## src/rtl/core/swd_pkg.sv

```systemverilog
// Package for the touch swipe direction classifier.
// Holds event codes, direction codes, a reset constant and shared types.
// No dependencies.
package swd_pkg;

    localparam int COORD_BITS_DEF = 16;
    localparam int EVT_BITS       = 16;
    localparam int TRAVEL_BITS    = 17;
    localparam int DIR_BITS       = 3;

    localparam logic [EVT_BITS-1:0] EVT_KEY    = 16'd1;
    localparam logic [EVT_BITS-1:0] EVT_ABS    = 16'd3;
    localparam logic [EVT_BITS-1:0] CODE_X     = 16'd0;
    localparam logic [EVT_BITS-1:0] CODE_Y     = 16'd1;
    localparam logic [EVT_BITS-1:0] CODE_TOUCH = 16'd330;

    localparam logic [EVT_BITS-1:0] MIN_TRAVEL_RESET = 16'd30;

    typedef enum logic [DIR_BITS-1:0] {
        DIR_NONE  = 3'd0,
        DIR_LEFT  = 3'd1,
        DIR_RIGHT = 3'd2,
        DIR_UP    = 3'd3,
        DIR_DOWN  = 3'd4
    } t_dir;

    typedef struct packed {
        logic is_x;
        logic is_y;
        logic is_release;
    } t_evt_kind;

endpackage

```

## src/rtl/core/swd_stroke.sv

```systemverilog
// Stroke tracker: first and latest X and Y coordinates and seen flags.
// Gives the travel on each axis; clears itself on a release.
// Depends on swd_pkg.
module swd_stroke
    import swd_pkg::*;
#(
    parameter int COORD_BITS = COORD_BITS_DEF
) (
    input  logic                         i_clk,
    input  logic                         i_rst_n,
    input  logic                         i_fire,
    input  t_evt_kind                    i_kind,
    input  logic signed [EVT_BITS-1:0]   i_value,
    output logic signed [COORD_BITS:0]   o_dx,
    output logic signed [COORD_BITS:0]   o_dy
);

    logic signed [COORD_BITS-1:0] r_first_x;
    logic signed [COORD_BITS-1:0] r_first_y;
    logic signed [COORD_BITS-1:0] r_latest_x;
    logic signed [COORD_BITS-1:0] r_latest_y;
    logic                         r_x_seen;
    logic                         r_y_seen;
    logic signed [31:0]           value_ext;
    logic signed [COORD_BITS-1:0] coord;

    assign value_ext = 32'(i_value);
    assign coord     = value_ext[COORD_BITS-1:0];

    always_ff @(posedge i_clk) begin
        if (!i_rst_n) begin
            r_first_x  <= '0;
            r_first_y  <= '0;
            r_latest_x <= '0;
            r_latest_y <= '0;
            r_x_seen   <= 1'b0;
            r_y_seen   <= 1'b0;
        end else if (i_fire) begin
            if (i_kind.is_release) begin
                r_first_x  <= '0;
                r_first_y  <= '0;
                r_latest_x <= '0;
                r_latest_y <= '0;
                r_x_seen   <= 1'b0;
                r_y_seen   <= 1'b0;
            end else if (i_kind.is_x) begin
                if (!r_x_seen) begin
                    r_first_x <= coord;
                end
                r_latest_x <= coord;
                r_x_seen   <= 1'b1;
            end else if (i_kind.is_y) begin
                if (!r_y_seen) begin
                    r_first_y <= coord;
                end
                r_latest_y <= coord;
                r_y_seen   <= 1'b1;
            end
        end
    end

    assign o_dx = r_x_seen ? ((COORD_BITS+1)'(r_latest_x) - (COORD_BITS+1)'(r_first_x)) : '0;
    assign o_dy = r_y_seen ? ((COORD_BITS+1)'(r_latest_y) - (COORD_BITS+1)'(r_first_y)) : '0;

endmodule

```

## src/rtl/core/swd_classify.sv

```systemverilog
// Direction decision from the travel on both axes and the threshold.
// Also forms the truncated travel fields of the result.
// Depends on swd_pkg.
module swd_classify
    import swd_pkg::*;
#(
    parameter int COORD_BITS = COORD_BITS_DEF
) (
    input  logic signed [COORD_BITS:0]    i_dx,
    input  logic signed [COORD_BITS:0]    i_dy,
    input  logic        [EVT_BITS-1:0]    i_min_travel,
    output t_dir                          o_dir,
    output logic signed [TRAVEL_BITS-1:0] o_travel_x,
    output logic signed [TRAVEL_BITS-1:0] o_travel_y
);

    localparam int CW = (COORD_BITS + 3 > EVT_BITS + 2) ? COORD_BITS + 3 : EVT_BITS + 2;

    logic signed [CW-1:0] dx;
    logic signed [CW-1:0] dy;
    logic signed [CW-1:0] ax;
    logic signed [CW-1:0] ay;
    logic signed [CW-1:0] th;
    logic                 x_dom;
    logic                 y_dom;

    assign dx    = CW'(i_dx);
    assign dy    = CW'(i_dy);
    assign ax    = dx[CW-1] ? -dx : dx;
    assign ay    = dy[CW-1] ? -dy : dy;
    assign th    = signed'(CW'(i_min_travel));
    assign x_dom = ax > (ay <<< 1);
    assign y_dom = ay > (ax <<< 1);

    always_comb begin
        if (dx > th && x_dom) begin
            o_dir = DIR_RIGHT;
        end else if (dx < -th && x_dom) begin
            o_dir = DIR_LEFT;
        end else if (dy > th && y_dom) begin
            o_dir = DIR_DOWN;
        end else if (dy < -th && y_dom) begin
            o_dir = DIR_UP;
        end else begin
            o_dir = DIR_NONE;
        end
    end

    assign o_travel_x = dx[TRAVEL_BITS-1:0];
    assign o_travel_y = dy[TRAVEL_BITS-1:0];

endmodule

```

## src/rtl/core/touch_swipe_direction_classifier.sv

```systemverilog
// Top level of the touch swipe direction classifier.
// Instantiates swd_stroke and swd_classify; depends on swd_pkg.
//
// Channel   Direction  Handshake                  Payload
// event     in         i_in_valid / o_in_ready    i_event_type, i_event_code, i_event_value
// result    out        o_out_valid / i_out_ready  o_direction, o_travel_x, o_travel_y
// config    in         i_cfg_we                   i_cfg_data (min_travel)
//
// One event is taken per cycle unless a release is held back by a stalled result register;
// a release event passes through the input register and then the result register.
// A release waits in the input register while the result register is full and stalled.
// Reset clears the stroke, both valid flags and sets min_travel to 30.
module touch_swipe_direction_classifier
    import swd_pkg::*;
#(
    parameter int COORD_BITS = COORD_BITS_DEF
) (
    input  logic                          i_clk,
    input  logic                          i_rst_n,
    input  logic                          i_in_valid,
    output logic                          o_in_ready,
    input  logic [EVT_BITS-1:0]           i_event_type,
    input  logic [EVT_BITS-1:0]           i_event_code,
    input  logic signed [EVT_BITS-1:0]    i_event_value,
    output logic                          o_out_valid,
    input  logic                          i_out_ready,
    output logic [DIR_BITS-1:0]           o_direction,
    output logic signed [TRAVEL_BITS-1:0] o_travel_x,
    output logic signed [TRAVEL_BITS-1:0] o_travel_y,
    input  logic                          i_cfg_we,
    input  logic [EVT_BITS-1:0]           i_cfg_data
);

    logic                          r_in_valid;
    logic                          n_in_valid;
    logic [EVT_BITS-1:0]           r_type;
    logic [EVT_BITS-1:0]           r_code;
    logic signed [EVT_BITS-1:0]    r_value;
    logic [EVT_BITS-1:0]           r_min_travel;
    logic                          r_out_valid;
    logic                          n_out_valid;
    t_dir                          r_dir;
    logic signed [TRAVEL_BITS-1:0] r_travel_x;
    logic signed [TRAVEL_BITS-1:0] r_travel_y;

    t_evt_kind                     kind;
    logic                          out_free;
    logic                          fire;
    logic signed [COORD_BITS:0]    dx;
    logic signed [COORD_BITS:0]    dy;
    t_dir                          dir;
    logic signed [TRAVEL_BITS-1:0] travel_x;
    logic signed [TRAVEL_BITS-1:0] travel_y;

    assign kind.is_x       = (r_type == EVT_ABS) && (r_code == CODE_X);
    assign kind.is_y       = (r_type == EVT_ABS) && (r_code == CODE_Y);
    assign kind.is_release = (r_type == EVT_KEY) && (r_code == CODE_TOUCH) && (r_value == '0);

    assign out_free   = !r_out_valid || i_out_ready;
    assign fire       = r_in_valid && (!kind.is_release || out_free);
    assign o_in_ready = !r_in_valid || fire;

    assign n_in_valid  = i_in_valid || (r_in_valid && !fire);
    assign n_out_valid = (fire && kind.is_release) || (r_out_valid && !i_out_ready);

    always_ff @(posedge i_clk) begin
        if (!i_rst_n) begin
            r_in_valid   <= 1'b0;
            r_out_valid  <= 1'b0;
            r_min_travel <= MIN_TRAVEL_RESET;
        end else begin
            if (o_in_ready) begin
                r_in_valid <= n_in_valid;
            end
            r_out_valid <= n_out_valid;
            if (i_cfg_we) begin
                r_min_travel <= i_cfg_data;
            end
        end
    end

    always_ff @(posedge i_clk) begin
        if (i_in_valid && o_in_ready) begin
            r_type  <= i_event_type;
            r_code  <= i_event_code;
            r_value <= i_event_value;
        end
        if (fire && kind.is_release) begin
            r_dir      <= dir;
            r_travel_x <= travel_x;
            r_travel_y <= travel_y;
        end
    end

    swd_stroke #(
        .COORD_BITS (COORD_BITS)
    ) u_stroke (
        .i_clk   (i_clk),
        .i_rst_n (i_rst_n),
        .i_fire  (fire),
        .i_kind  (kind),
        .i_value (r_value),
        .o_dx    (dx),
        .o_dy    (dy)
    );

    swd_classify #(
        .COORD_BITS (COORD_BITS)
    ) u_classify (
        .i_dx         (dx),
        .i_dy         (dy),
        .i_min_travel (r_min_travel),
        .o_dir        (dir),
        .o_travel_x   (travel_x),
        .o_travel_y   (travel_y)
    );

    assign o_out_valid = r_out_valid;
    assign o_direction = r_dir;
    assign o_travel_x  = r_travel_x;
    assign o_travel_y  = r_travel_y;

endmodule

```

## config.mk

```make
export PLATFORM = sky130hd
export DESIGN_NAME = touch_swipe_direction_classifier
export DESIGN_NICKNAME = d
export VERILOG_FILES = /design/src/rtl/core/swd_pkg.sv /design/src/rtl/core/swd_stroke.sv /design/src/rtl/core/swd_classify.sv /design/src/rtl/core/touch_swipe_direction_classifier.sv
export SDC_FILE = /design/constraint.sdc
export NUM_CORES = 1
export LEC_CHECK = 0
export BUFFER_PORTS_ARGS = -buffer_cell sky130_fd_sc_hd__buf_2
export CAP_MARGIN = 15
export CORE_ASPECT_RATIO = 0.6
export CORE_UTILIZATION = 57
export DETAILED_ROUTE_END_ITERATION = 12
export PLACE_DENSITY = 0.77
export SYNTH_ARGS = -nofsm -noshare
export SYNTH_HDL_FRONTEND = slang
export SYNTH_SLANG_ARGS = --single-unit
export TNS_END_PERCENT = 10
```

## constraint.sdc

```tcl
create_clock -name i_clk -period 5.49 [get_ports i_clk]
set_input_delay 1.098 -clock i_clk [delete_from_list [all_inputs] [get_ports i_clk]]
set_output_delay 1.098 -clock i_clk [all_outputs]
set_load 0.02 [all_outputs]
```

After elaboration in Yosys (flattened, before gate mapping)
Index checks and enable logic that the tools add are counted.
{ "classes": {"n_eq_ne": 7, "addsub": 5, "n_lt_le_gt_ge": 6, "reduce_logical": 32, "muxes": 24} }
{ "op_table": {"columns": ["operator", "count"], "rows": [
  ["2-to-1 mux 16 bit", 12],
  ["greater-than comparator 19 bit", 2],
  ["less-than comparator 17 x 19 -> 1 bit", 2],
  ["2-to-1 mux 19 bit", 2],
  ["negator 17 -> 19 bit", 2],
  ["greater-than comparator 17 bit", 2],
  ["2-to-1 mux 17 bit", 2],
  ["subtractor 16 x 16 -> 17 bit", 2],
  ["equality test 16 x 1 -> 1 bit, second input constant", 2],
  ["logical NOT 16 bit", 2],
  ["negator 16 -> 19 bit", 1],
  ["equality test 16 x 2 -> 1 bit, second input constant", 1],
  ["equality test 16 x 9 -> 1 bit, second input constant", 1],
  ["logical AND 1 bit", 13],
  ["inequality test 2 bit, second input constant", 3],
  ["AND reduction 3 bit", 2],
  ["logical NOT 1 bit", 5],
  ["logical OR 1 bit", 5],
  ["2-to-1 mux 1 bit", 5],
  ["2-to-1 mux 2 bit", 2],
  ["AND reduction 4 bit", 1],
  ["nonzero test 2 bit", 2],
  ["2-to-1 mux 3 bit", 1],
  ["AND reduction 2 bit", 1],
  ["OR reduction 2 bit", 1]
]} }
{ "word_totals": {"regBits": 169, "output_inout_bits": 39} }

Logic depth before layout (Yosys ltp)
{ "depth": {"ltp_word": 9, "ltp_mapped": 25, "depth_no_buf": 24} }

Modules after synthesis
From an unflattened synthesis, not the netlist that was laid out.
{ "unflattened": {"cells_unflattened": 1203, "hier_area_um2": 11686.2} }
{ "by_module_without_submodules": {"columns": ["mod", "seq_area_each_um2", "n_inst", "cells_each", "area_per_inst_um2"], "rows": [
  ["swd_stroke", 1321.3, 1, 537, 4393.0],
  ["swd_classify", 0.0, 1, 494, 3861.2],
  ["touch_swipe_direction_classifier", 2912.8, 1, 172, 3432.0]
]} }

Worst setup path after synthesis
OpenSTA, ideal clock, no wires.
{ "synth_path": {"path_kind": "flip-flop to flip-flop", "start": "register u_stroke.r_latest_y[0]", "end": "register r_dir[1] (netlist: o_direction[1]), data pin", "setup_time_ps": 257, "setup_slack_ps": 707, "t_arrival_ps": 4526, "synth_period_minus_slack_ps": 4783, "path_stages_with_launch": 26, "cell_sequence": "dfxtp_1 inv_1 ha_1 fa_1 nand2b_1 a21oi_1 a31o_2 nor2_1 o31ai_1 nand2b_1 clkbuf_1 nor2_1 xnor2_1 ha_1 nor2b_1 o21a_1 o21a_1 o21a_1 o21ai_0 nand2b_1 a21oi_1 o31a_1 a211oi_1 o21a_1 or2_1 a32o_1"} }
{ "synth_via": {"elab_chain_len": 9, "word_cells_on_any_way": 15} }
{ "synth_lines": {"columns": ["item", "line", "source"], "rows": [
  ["from (decl)", "swd_stroke.sv:21", "logic signed [COORD_BITS-1:0] r_latest_y;"],
  ["from (signal assigned)", "swd_stroke.sv:56", "r_latest_y <= coord;"],
  ["subtractor 16 x 16 -> 17 bit *", "swd_stroke.sv:63", "assign o_dy = r_y_seen ? ((COORD_BITS+1)'(r_latest_y) - (COORD_BITS+1)'(r_first_y)) : '0;"],
  ["2-to-1 mux 17 bit *", "swd_stroke.sv:63", null],
  ["negator 17 -> 19 bit", "swd_classify.sv:30", "assign ay = dy[CW-1] ? -dy : dy;"],
  ["2-to-1 mux 19 bit", "swd_classify.sv:30", null],
  ["greater-than comparator 19 bit", "swd_classify.sv:33", "assign y_dom = ay > (ax <<< 1);"],
  ["logical AND 1 bit", "swd_classify.sv:42", "end else if (dy < -th && y_dom) begin"],
  ["2-to-1 mux 2 bit", "swd_classify.sv:42", null],
  ["2-to-1 mux 3 bit", "swd_classify.sv:40", "end else if (dy > th && y_dom) begin"],
  ["2-to-1 mux 2 bit", "swd_classify.sv:38", "end else if (dx < -th && x_dom) begin"],
  ["to (signal assigned)", "touch_swipe_direction_classifier.sv:89", "r_dir <= dir;"],
  ["to (decl)", "touch_swipe_direction_classifier.sv:42", "t_dir r_dir;"]
]} }
Every way passes the cells marked *; elsewhere a longest branch is shown, timed or not.
A chain may end at the register's enable or synchronous reset.

Worst setup path after layout
{ "layout_path": {"start": "register u_stroke.r_latest_x[0]", "end": "register r_dir[1] (netlist: o_direction[1]), data pin"} }
{ "layout_via": {"elab_chain_len": 9, "word_cells_on_any_way": 15} }
{ "layout_lines": {"columns": ["item", "line", "source"], "rows": [
  ["from (decl)", "swd_stroke.sv:20", "logic signed [COORD_BITS-1:0] r_latest_x;"],
  ["from (signal assigned)", "swd_stroke.sv:50", "r_latest_x <= coord;"],
  ["subtractor 16 x 16 -> 17 bit *", "swd_stroke.sv:62", "assign o_dx = r_x_seen ? ((COORD_BITS+1)'(r_latest_x) - (COORD_BITS+1)'(r_first_x)) : '0;"],
  ["2-to-1 mux 17 bit *", "swd_stroke.sv:62", null],
  ["via dx[12]", "touch_swipe_direction_classifier.sv:49", "logic signed [COORD_BITS:0] dx;"],
  ["negator 17 -> 19 bit", "swd_classify.sv:29", "assign ax = dx[CW-1] ? -dx : dx;"],
  ["2-to-1 mux 19 bit", "swd_classify.sv:29", null],
  ["greater-than comparator 19 bit", "swd_classify.sv:33", null],
  ["logical AND 1 bit", "swd_classify.sv:42", null],
  ["2-to-1 mux 2 bit", "swd_classify.sv:42", null],
  ["2-to-1 mux 3 bit", "swd_classify.sv:40", null],
  ["2-to-1 mux 2 bit", "swd_classify.sv:38", null]
]} }
Mark *: on every way through the listed nets, which the timed path passes. The rest lies on a longest branch.

==> impl_metrics.json <==
{
  "run_status": "finished, final reports clean",
  "area_growth_pct": 13.2,
  "via_count": 10090,
  "fin_crit_ns": 5.25,
  "overflow": 0,
  "peakVddDrop_v": 0.000218,
  "final_common_cell": "ha_1",
  "path_class": "reg2reg",
  "grt_pass1_wl_mm": 52.1,
  "r2r_start": "u_stroke.r_latest_x[0]",
  "clk_transition_reported_paths_ns": 0.07,
  "cts_max_level": 4,
  "period_share_pct": 95.7,
  "setup_viol": 0,
  "synth_edf_count": 85,
  "synth_seq_cells": 169,
  "pin_count": 108,
  "yosys_most_used_dff": "edfxtp_1",
  "p_comb_share_pct": 5.1,
  "wl_per_cell_um": 20.1,
  "die_y_um": 114,
  "cts_root_buf": "clkbuf_16",
  "hold_viol": 0,
  "io_buffers": 107,
  "hold_start": "u_stroke.r_first_x[5]",
  "drv_slew": 0,
  "setup_ws_ns": 0.236,
  "antenna_found_initial": 2,
  "post-place-ws_ns": 0.169,
  "vias_per_cell": 6.07,
  "hp-class": "reg2reg",
  "p_leak_nw": 5.87,
  "fin_util_pct": 66.5,
  "drv_cap": 0,
  "tightest_slew_ns": 1.15,
  "endpoint_kind": "flop",
  "crit_fanout": 8,
  "final_cell_mix": "ha_1, nand2_1, inv_1",
  "syn-instance-count": 1265,
  "avgSynthCellArea_um2": 9.37,
  "crit_required_ns": 5.69,
  "relSlewSlack_pct": 22.9,
  "p_sw_share_pct": 26.0,
  "worstRegToRegCells": 22,
  "initial_utilization_pct": 58.7,
  "clk_path_buf_depth": 2,
  "wl_mm": 33.3,
  "synthArstFlopShare_pct": 0,
  "yosysSeqAreaShare_pct": 35.7,
  "dieArea_um2": 21400,
  "cts.sinks": 169,
  "die_w_um": 188,
  "hold_buffers": 0,
  "rows": 40,
  "p_int_mw": 2.09,
  "hpwl_mm": 25.6,
  "r2r_slack_ns": 0.24,
  "coreArea_um2": 20200,
  "min_to": "u_stroke.r_first_x[5]",
  "finalClockSkew_ns": 0.00982,
  "route.detailed.drc": 0,
  "fmax_ghz": 0.190,
  "clkPwrFrac_pct": 45.3,
  "grt_usage_pct": 31.9,
  "initialDrtViolationCount": 998,
  "grt_start_max_net_pins": 84,
  "cp.arrival_ns": 5.46,
  "synth_warnings": 0,
  "clock_latency_ns": 0.45,
  "start_kind": "flop",
  "switchingPower_mw": 0.731,
  "ys_types": 109,
  "drive_gt1_share_pct": 16.0,
  "num-nets-final": 1581,
  "first_pass_iters": 6,
  "holdPathStages": 2,
  "cts_made_buffers": 17,
  "place.gp.congestion": 0.988,
  "grt_pass1_vias": 9279,
  "ant_nets": 0,
  "r2r_end": "o_direction[1]",
  "diodes": 0,
  "powerDensity_nw_per_um2": 210,
  "synthesis.area_um2": 11800,
  "cts_tree": "yes",
  "sequentialPowerShare_pct": 49.6
}
[layout make-up]
type	instances	area (um^2)
clock buffers	17	425
clock inverters	15	198
fillers	1651	6760
inverters	114	430
multi-input cells	942	7050
flip-flops and latches	169	4230
well taps	273	342
repair buffers	133	731
[power by group through the flow]
stage	combinational, mW	sequential [mW]	clock (mW)
floorplan	0.0903	1.41	0
global placement	0.134	1.42	0
detailed placement	0.139	1.42	0
CTS	0.141	1.40	1.29
global route	0.158	1.40	1.34
finish	0.143	1.40	1.28
[per-layer routing]
| layer | global-route usage (%) | share of wire [%] | up-vias |
|---|---|---|---|
| li1 | - | - | 4799 |
| met1 | 49.2 | 49 | 4751 |
| met2 | 43.6 | 38 | 494 |
| met3 | 9.05 | 12 | 46 |
| met4 | 6.61 | 1.2 | 0 |
| met5 | 0 | 0 | - |
[worst max path at each step]
stage                                 from        endpoint  slack (ns)
floorplan           u_stroke.r_latest_y[0]  o_direction[1]        0.71
global placement    u_stroke.r_latest_x[0]  o_direction[1]        0.19
detailed placement  u_stroke.r_latest_x[0]  o_direction[1]        0.17
CTS                 u_stroke.r_latest_x[0]  o_direction[1]        0.09
global route        u_stroke.r_latest_x[0]  o_direction[2]      -0.004
finish              u_stroke.r_latest_x[0]  o_direction[1]        0.24
[logic make-up after synthesis]
kind of cell / count (synthesis) / share of synthesized area [%]
multiplexers: 24 / 2.13
AO/OA/AOI/OAI: 307 / 19.0
buffers and inverters: 155 / 5.30
XOR/XNOR: 51 / 4.06
flip-flops: 169 / 35.7
other: 2 / 0.0634
AND/OR/NAND/NOR: 422 / 19.4
adder cells (fa/ha/maj): 135 / 14.4
[cell usage after synthesis (5+ instances only)]
cell type    n  area, um^2
ha_1       133        1660
nand2_1    130         488
inv_1      111         417
edfxtp_1    85        2550
dfxtp_1     84        1680
nor2b_1     63         394
nor2_1      62         233
a21oi_1     53         265
o21ai_0     39         195
a21boi_0    33         248
a22oi_1     33         248
xnor2_1     33         289
clkbuf_1    27         101
o21a_1      26         195
nand2b_1    24         150
nand3_1     24         120
mux2i_1     23         230
nand4_1     19         119
nor4_1      18         113
a21o_1      17         128
nor3_1      17        85.1
xor2_1      15         131
a211oi_1    13        97.6
o211ai_1    11        82.6
buf_2       10        50.1
a31oi_1      8        50.1
or3_1        8        50.1
o21ai_1      7        35.0
o21bai_1     6        45.0
and3_1       5        31.3
and4_1       5        43.8
nor4b_1      5        43.8
[sequential cells by signal, summed over array words and instances (netlist names)]
register	count
r_value	16
o_direction	3
u_stroke.r_x_seen	1
o_travel_y	17
r_in_valid	1
u_stroke.r_first_x	16
o_out_valid	1
u_stroke.r_latest_x	16
o_travel_x	17
r_min_travel	16
u_stroke.r_latest_y	16
r_type	16
u_stroke.r_y_seen	1
r_code	16
u_stroke.r_first_y	16
[worst max-delay path: stages (launching register included)]
cell,delay [ns]
dfxtp_1,0.34
inv_1,0.05
ha_1,0.22
fa_1,0.42
and2b_4,0.29
o211ai_1,0.15
a211oi_2,0.26
buf_4,0.17
a21oi_4,0.08
mux2i_4,0.28
inv_4,0.13
o41ai_1,0.43
xor2_1,0.23
inv_1,0.08
ha_1,0.34
nand3_1,0.11
or3_1,0.42
nand2_1,0.11
mux2i_1,0.09
a32o_1,0.23
o221ai_2,0.18
o211ai_2,0.15
a32o_1,0.24
[metrics by stage]
step	cells	hold WS [ns]	power [mW]	instance area [um^2]	setup TNS, ns
floorplan	1266	0.441	1.50	11900	0
global placement	1626	0.451	1.56	12700	0
detailed placement	1627	0.457	1.56	12700	0
CTS	1659	0.467	2.83	13300	0
global route	1663	0.482	2.90	13400	-0.00404
finish	1663	0.465	2.82	13400	0
[what timing repair did]
item                                    4_1_cts  5_1_grt
buffers inserted                              0        4
endpoints found under the setup margin        0        3
resized for setup                             0        8
Note: power is estimated with default switching activity, not from simulation.
